File: src/rtl/core/b64d_pkg.sv
// ----------------------------------------------------------------------------
// b64d_pkg
// Types, character constants and the alphabet lookup of the Base64url decoder.
// ----------------------------------------------------------------------------
package b64d_pkg;

    localparam int CHAR_W   = 8;
    localparam int SEXTET_W = 6;

    localparam logic [CHAR_W-1:0] CHAR_PAD   = 8'h3D; // '='
    localparam logic [CHAR_W-1:0] CHAR_PLUS  = 8'h2B; // '+'
    localparam logic [CHAR_W-1:0] CHAR_SLASH = 8'h2F; // '/'
    localparam logic [CHAR_W-1:0] CHAR_MINUS = 8'h2D; // '-'
    localparam logic [CHAR_W-1:0] CHAR_UNDER = 8'h5F; // '_'
    localparam logic [CHAR_W-1:0] CHAR_UC_A  = 8'h41;
    localparam logic [CHAR_W-1:0] CHAR_UC_Z  = 8'h5A;
    localparam logic [CHAR_W-1:0] CHAR_LC_A  = 8'h61;
    localparam logic [CHAR_W-1:0] CHAR_LC_Z  = 8'h7A;
    localparam logic [CHAR_W-1:0] CHAR_D0    = 8'h30;
    localparam logic [CHAR_W-1:0] CHAR_D9    = 8'h39;

    localparam logic [SEXTET_W-1:0] VAL_LC_BASE = 6'd26;
    localparam logic [SEXTET_W-1:0] VAL_D_BASE  = 6'd52;
    localparam logic [SEXTET_W-1:0] VAL_62      = 6'd62;
    localparam logic [SEXTET_W-1:0] VAL_63      = 6'd63;

    typedef struct packed {
        logic [CHAR_W-1:0] char_code;
        logic              last_char;
    } in_item_t;

    typedef struct packed {
        logic [CHAR_W-1:0] byte_value;
        logic              byte_valid;
        logic              done_res;
        logic              bad_input;
    } out_item_t;

    typedef struct packed {
        logic                ok;
        logic [SEXTET_W-1:0] value;
    } sextet_t;

    // Maps a character of either alphabet to its 6-bit value; ok is low
    // for any other code.
    function automatic sextet_t sextet_of(input logic [CHAR_W-1:0] c);
        sextet_t r;
        logic [CHAR_W-1:0] off;
        r   = '{ok: 1'b0, value: '0};
        off = '0;
        if (c >= CHAR_UC_A && c <= CHAR_UC_Z) begin
            off = c - CHAR_UC_A;
            r   = '{ok: 1'b1, value: off[SEXTET_W-1:0]};
        end else if (c >= CHAR_LC_A && c <= CHAR_LC_Z) begin
            off = c - CHAR_LC_A;
            r   = '{ok: 1'b1, value: off[SEXTET_W-1:0] + VAL_LC_BASE};
        end else if (c >= CHAR_D0 && c <= CHAR_D9) begin
            off = c - CHAR_D0;
            r   = '{ok: 1'b1, value: off[SEXTET_W-1:0] + VAL_D_BASE};
        end else if (c == CHAR_MINUS || c == CHAR_PLUS) begin
            r   = '{ok: 1'b1, value: VAL_62};
        end else if (c == CHAR_UNDER || c == CHAR_SLASH) begin
            r   = '{ok: 1'b1, value: VAL_63};
        end
        return r;
    endfunction

endpackage

File: src/rtl/core/b64d_stream_if.sv
// ----------------------------------------------------------------------------
// b64d_stream_if
// Valid/ready stream channel carrying one payload item per transfer.
// ----------------------------------------------------------------------------
interface b64d_stream_if #(
    parameter type payload_t = logic
);
    logic     valid;
    logic     ready;
    payload_t payload;

    modport source (output valid, output payload, input ready);
    modport sink   (input valid, input payload, output ready);
endinterface

File: src/rtl/core/base64url_decoder.sv
// ----------------------------------------------------------------------------
// base64url_decoder
// Streaming Base64url decoder, one character in and at most one byte out.
// ----------------------------------------------------------------------------
// Usage: characters arrive on the chars channel, one per transfer, with
// last_char marking the final character of a string. Results leave on the
// bytes channel. A character yields a result when it completes a byte, when
// it is the last one of its string, or both at once in a single result.
// A result is presented in the cycle after the transfer of the character
// that causes it. Throughput is one character per cycle while the receiver
// takes each result, set by the single result register, which is reloaded
// in the same cycle that its previous content is taken.
// Padding or a character outside both alphabets stops decoding; later
// characters are swallowed until the last one, whose result reports the
// error flag (set by a bad character, not by padding). The state then returns
// to empty for the next string. When the receiver stalls, the result
// register holds its content and the chars channel stays ready only while
// the register is empty: while a result waits there, no character is taken,
// not even one that yields no result. Reset clears the decoding state and
// empties the result register; no clearing pass is needed.
// ----------------------------------------------------------------------------
module base64url_decoder (
    input  logic          clk,
    input  logic          rst_n,
    b64d_stream_if.sink   chars,
    b64d_stream_if.source bytes
);
    import b64d_pkg::*;

    // Decoding state. Only the previous sextet is kept: with at most six
    // pending bits, a byte never reaches further back than that.
    logic [SEXTET_W-1:0] sextet_reg, sextet_next;
    logic [2:0]          pending_reg, pending_next;
    logic                halted_reg, halted_next;
    logic                error_reg, error_next;

    // Result register.
    logic                out_valid_reg, out_valid_next;
    out_item_t           out_item_reg, out_item_next;

    logic                in_fire;
    logic                emit;
    in_item_t            item;
    sextet_t             sx;
    logic [3:0]          bits_sum;
    logic [2:0]          shift;
    logic [2*SEXTET_W-1:0] window;
    logic [2*SEXTET_W-1:0] shifted;

    assign item        = chars.payload;
    assign chars.ready = !out_valid_reg || bytes.ready;
    assign in_fire     = chars.valid && chars.ready;

    assign sx       = sextet_of(item.char_code);
    assign bits_sum = {1'b0, pending_reg} + 4'd6;
    assign window   = {sextet_reg, sx.value};
    // A byte is taken from the top of the pending bits; what is left over
    // (0, 2 or 4 bits) sits below it.
    assign shift    = bits_sum[2:0];
    assign shifted  = window >> shift;

    always_comb
    begin
        sextet_next    = sextet_reg;
        pending_next   = pending_reg;
        halted_next    = halted_reg;
        error_next     = error_reg;
        out_item_next  = out_item_reg;
        out_valid_next = out_valid_reg && !bytes.ready;
        emit           = 1'b0;

        if (in_fire)
        begin
            out_item_next = '{byte_value: '0, byte_valid: 1'b0,
                              done_res: item.last_char, bad_input: 1'b0};

            if (!halted_reg)
            begin
                if (item.char_code == CHAR_PAD)
                begin
                    halted_next = 1'b1;
                end
                else if (!sx.ok)
                begin
                    error_next  = 1'b1;
                    halted_next = 1'b1;
                end
                else
                begin
                    sextet_next = sx.value;
                    if (bits_sum[3])
                    begin
                        out_item_next.byte_value = shifted[CHAR_W-1:0];
                        out_item_next.byte_valid = 1'b1;
                        pending_next             = bits_sum[2:0];
                    end
                    else
                    begin
                        pending_next = bits_sum[2:0];
                    end
                end
            end

            out_item_next.bad_input = item.last_char && error_next;
            emit = out_item_next.byte_valid || item.last_char;

            // The end of a string returns the decoder to its empty state.
            if (item.last_char)
            begin
                sextet_next  = '0;
                pending_next = '0;
                halted_next  = 1'b0;
                error_next   = 1'b0;
            end

            if (emit)
            begin
                out_valid_next = 1'b1;
            end
            else
            begin
                out_item_next = out_item_reg;
            end
        end
    end

    always_ff @(posedge clk or negedge rst_n)
    begin
        if (!rst_n)
        begin
            sextet_reg    <= '0;
            pending_reg   <= '0;
            halted_reg    <= 1'b0;
            error_reg     <= 1'b0;
            out_valid_reg <= 1'b0;
        end
        else
        begin
            sextet_reg    <= sextet_next;
            pending_reg   <= pending_next;
            halted_reg    <= halted_next;
            error_reg     <= error_next;
            out_valid_reg <= out_valid_next;
        end
    end

    always_ff @(posedge clk)
    begin
        out_item_reg <= out_item_next;
    end

    assign bytes.valid   = out_valid_reg;
    assign bytes.payload = out_item_reg;

endmodule

File: src/flat_wrapper.sv
// flat-port wrapper written by rule: the top's interface ports become plain ports
module base64url_decoder_flat import b64d_pkg::*;
  (clk, rst_n, chars_valid, chars_payload, chars_ready, bytes_valid, bytes_payload, bytes_ready);
  b64d_stream_if chars_i ();
  b64d_stream_if bytes_i ();
  input  logic clk;
  input  logic rst_n;
  input wire logic [$bits(chars_i.valid)-1:0] chars_valid;
  input wire logic [$bits(chars_i.payload)-1:0] chars_payload;
  output wire logic [$bits(chars_i.ready)-1:0] chars_ready;
  output wire logic [$bits(bytes_i.valid)-1:0] bytes_valid;
  output wire logic [$bits(bytes_i.payload)-1:0] bytes_payload;
  input wire logic [$bits(bytes_i.ready)-1:0] bytes_ready;
  assign chars_i.valid = chars_valid;
  assign chars_i.payload = chars_payload;
  assign chars_ready = chars_i.ready;
  assign bytes_valid = bytes_i.valid;
  assign bytes_payload = bytes_i.payload;
  assign bytes_i.ready = bytes_ready;
  base64url_decoder u_core (.clk(clk), .rst_n(rst_n), .chars(chars_i), .bytes(bytes_i));
endmodule
File: config.mk
export PLATFORM = sky130hd
export DESIGN_NAME = base64url_decoder_flat
export DESIGN_NICKNAME = d
export VERILOG_FILES = /design/src/rtl/core/b64d_pkg.sv /design/src/rtl/core/b64d_stream_if.sv /design/src/rtl/core/base64url_decoder.sv /design/src/flat_wrapper.sv
export SDC_FILE = /design/constraint.sdc
export NUM_CORES = 1
export LEC_CHECK = 0
export BUFFER_PORTS_ARGS = -buffer_cell sky130_fd_sc_hd__buf_2
export CORE_AREA = 2 2 39 41
export DETAILED_ROUTE_END_ITERATION = 7
export DIE_AREA = 0 0 41 43
export PLACE_DENSITY_LB_ADDON = 0.25
export SLEW_MARGIN = 20
export SYNTH_ARGS = -nofsm -noshare
export SYNTH_HDL_FRONTEND = slang
export SYNTH_SLANG_ARGS = --single-unit
File: constraint.sdc
create_clock -name clk -period 1.6 [get_ports clk]
set_input_delay 0.32 -clock clk [delete_from_list [all_inputs] [get_ports clk]]
set_output_delay 0.32 -clock clk [all_outputs]
set_load 0.03 [all_outputs]
==> metrics.md <==
| Metric | Value |
|---|---|
| Antenna cells | `0` |
| WP data arrival | `0.94 ns` |
| I/O Buffers | `7` |
| Routed vias/inst | `3.21` |
| Critical path class | `reg2out` |
| Die H | `43 um` |
| Clock skew | `0.0148 ns` |
| Final WL | `between 300 and 400 um` |
| DRT Pass-1 Iters | `2` |
| Post-Syn Area | `178 um2` |
| Clk pin slew, worst setup/hold paths | `0.05 ns` |
| Worst Setup Start Kind | `flop` |
| Post-synth EDFFs | `1` |
| Post-synthesis cell type count | `11` |
| Number of global-route vias before repair | `between 100 and 150` |
| Most numerous cell in the Yosys netlist | `dfrtp_1` |
| Post-route ant nets | `0` |
| Cell accounting for the most synthesized area | `dfrtp_1` |
| Initial Util | `0.128` |
| Sequential area share after synthesis | `0.592` |
| Mapped Nets | `19` |
| Via count | `135` |
| Power per cell area | `1180 nW/um2` |
| VDD IR max | `between 0.2 and 0.3 mV` |
| Synth warn | `0` |
| Slew @ Worst Pin | `around 0.10 ns` |
| Total global routing overflow | `0` |
| Flops & latches, synth | `4` |
| Final Hold Violating Endpoints | `0` |
| Die Wd | `41 um` |
| Ys flop type | `dfrtp_1` |
| Area Overhead vs Synth | `51.4%` |
| RSZ-0062 raised after global routing | `no` |
| Crit path capture type | `output pin` |
| Flop-to-flop setup slack | `approximately 0.66 ns` |
| Core area | `1380 um2` |
| CTS Sinks | `4` |
| Syn_area_per_cell | `around 13 um2` |
| Hold_ws | `roughly 0.3 ns` |
| Synth top area share | `0.423` |
| Max-Cap Viols | `0` |
| DR iter-0 viols | `1` |
| Synth area leaders | `dfrtp_1, edfxtp_1, nand2b_4` |
| GRT Overall Usage | `0.0636` |
| WL per Instance | `8.76 um` |
| DRC | `0` |
| Async set-reset flop share out of synthesis | `0.750` |
| Crit path required time | `around 1.3 ns` |
| # nets final | `32` |
| Initial antenna violation count | `0` |
| First-pass GRT wire length | `634 um` |
| Leakage power | `0.000137 uW` |
| Setup violations, final | `0` |
| Fin util | `0.194` |
| CTS buffer count | `3` |
| Rows | `14` |
| Placed Cells | `37` |
| Largest net degree at the start of global routing | `6` |
| R2R Path Start | `u_core.bytes.valid` |
| Clk_lat worst skew | `0.24 ns` |
| Clock period minus final worst setup slack | `1.26 ns` |
| Slew HR | `0.928` |
| Final period utilization | `0.790` |
| Highest clock rate | `791 MHz` |
| Die Area | `1760 um2` |
| Synth top cells by count | `dfrtp_1, nand2_1` |
| Crit path capture | `chars_ready` |
| Setup TNS | `0 ns` |
| Worst Reg-to-Reg Cells | `2` |
| Syn Inst Count | `14` |
| Routability cong. | `0.679` |
| Reg2reg end | `u_core.bytes.payload` |
| Overall power | `317 uW` |
| Critical Path Start | `u_core.bytes.valid` |
| Pins over their slew limit | `0` |
| Hold Crit Class | `in2reg` |
| H-tree depth | `1` |
| Ports | `8` |
| Share of layout cells above drive strength 1 | `0.500` |
| Status | `completed` |
| Fin cells | `42` |
| CTS tree | `built` |
| Dpl hpwl | `286 um` |
| Root buf cell | `clkbuf_4` |
| Bufs on Longest Clock Path | `2` |
| CP Max Fanout | `5` |
-- layout by cell type, fill, tap and decap left out --
master and n:
o21a_1 1, nor2b_4 1, edfxtp_1 1, nand2_2 1, nand2_1 2, dlygate4sd3_1 1
nor2_1 1, clkbuf_4 3, a31oi_1 1, mux2i_1 1, nand2b_4 1, clkbuf_1 1
buf_2 7, inv_1 1, dfrtp_1 3
-- cells by family (layout without fill, tap and decap cells) --
| group | count (synthesis) | in the layout | synth area share |
|---|---|---|---|
| AO/OA/AOI/OAI | 2 | 2 | 0.0775 |
| flip-flops | 4 | 4 | 0.592 |
| multiplexers | 1 | 1 | 0.0563 |
| AND/OR/NAND/NOR | 6 | 6 | 0.254 |
| buffers and inverters | 1 | 13 | 0.0211 |
-- final cells by class --
class / count / area [um2]
clock buffer: 4 / 26.3
sequential: 4 / 105
inverter: 1 / 3.75
timing repair buffer: 8 / 45.0
fill: 154 / 1110
tap: 16 / 20.0
multi-input combinational: 9 / 68.8
-- where the power goes --
part           internal (uW)  switching (uW)
registers                118            6.10
logic                   21.9            29.7
clock network           93.9            47.6
-- worst min-delay path by stage --
stage | startpoint | end | slack (ns) | depth (start not counted)
2_1_floorplan | rst_n | u_core.bytes.valid | 0.02 | 0
3_3_place_gp | rst_n | u_core.bytes.valid | 0.12 | 1
3_5_place_dp | rst_n | u_core.bytes.valid | 0.12 | 1
4_1_cts | chars_payload | u_core.halted_reg | 0.29 | 2
5_1_grt | chars_payload | u_core.halted_reg | 0.31 | 2
6_report | chars_payload | u_core.halted_reg | 0.30 | 2
-- critical path, cell delays in order, from the launching register on --
cell	delay (ns)
dfrtp_1	0.40
nand2b_4	0.10
buf_2	0.20
-- routing by layer --
layer | GRT usage | vias to the layer above | wire length (um)
met1 | 0.0588 | 61 | 134
met5 | 0 | - | 0
met2 | 0.0750 | 2 | 222
li1 | - | 72 | -
met4 | 0.100 | 0 | 0
met3 | 0.0314 | 0 | 11
-- stage by stage --
step,setup WS [ns],area (um2)
detailed placement,0.533,233
finish,0.335,269
global placement,0.536,233
floorplan,0.451,178
global route,0.290,269
CTS,0.321,269
-- timing repair --
action                    CTS  global route
hold buffers                1             0
resized for setup           0             0
buffers inserted            0             0
hold endpoints to repair    3             0
No activity file was read; power rests on OpenSTA's default activity.
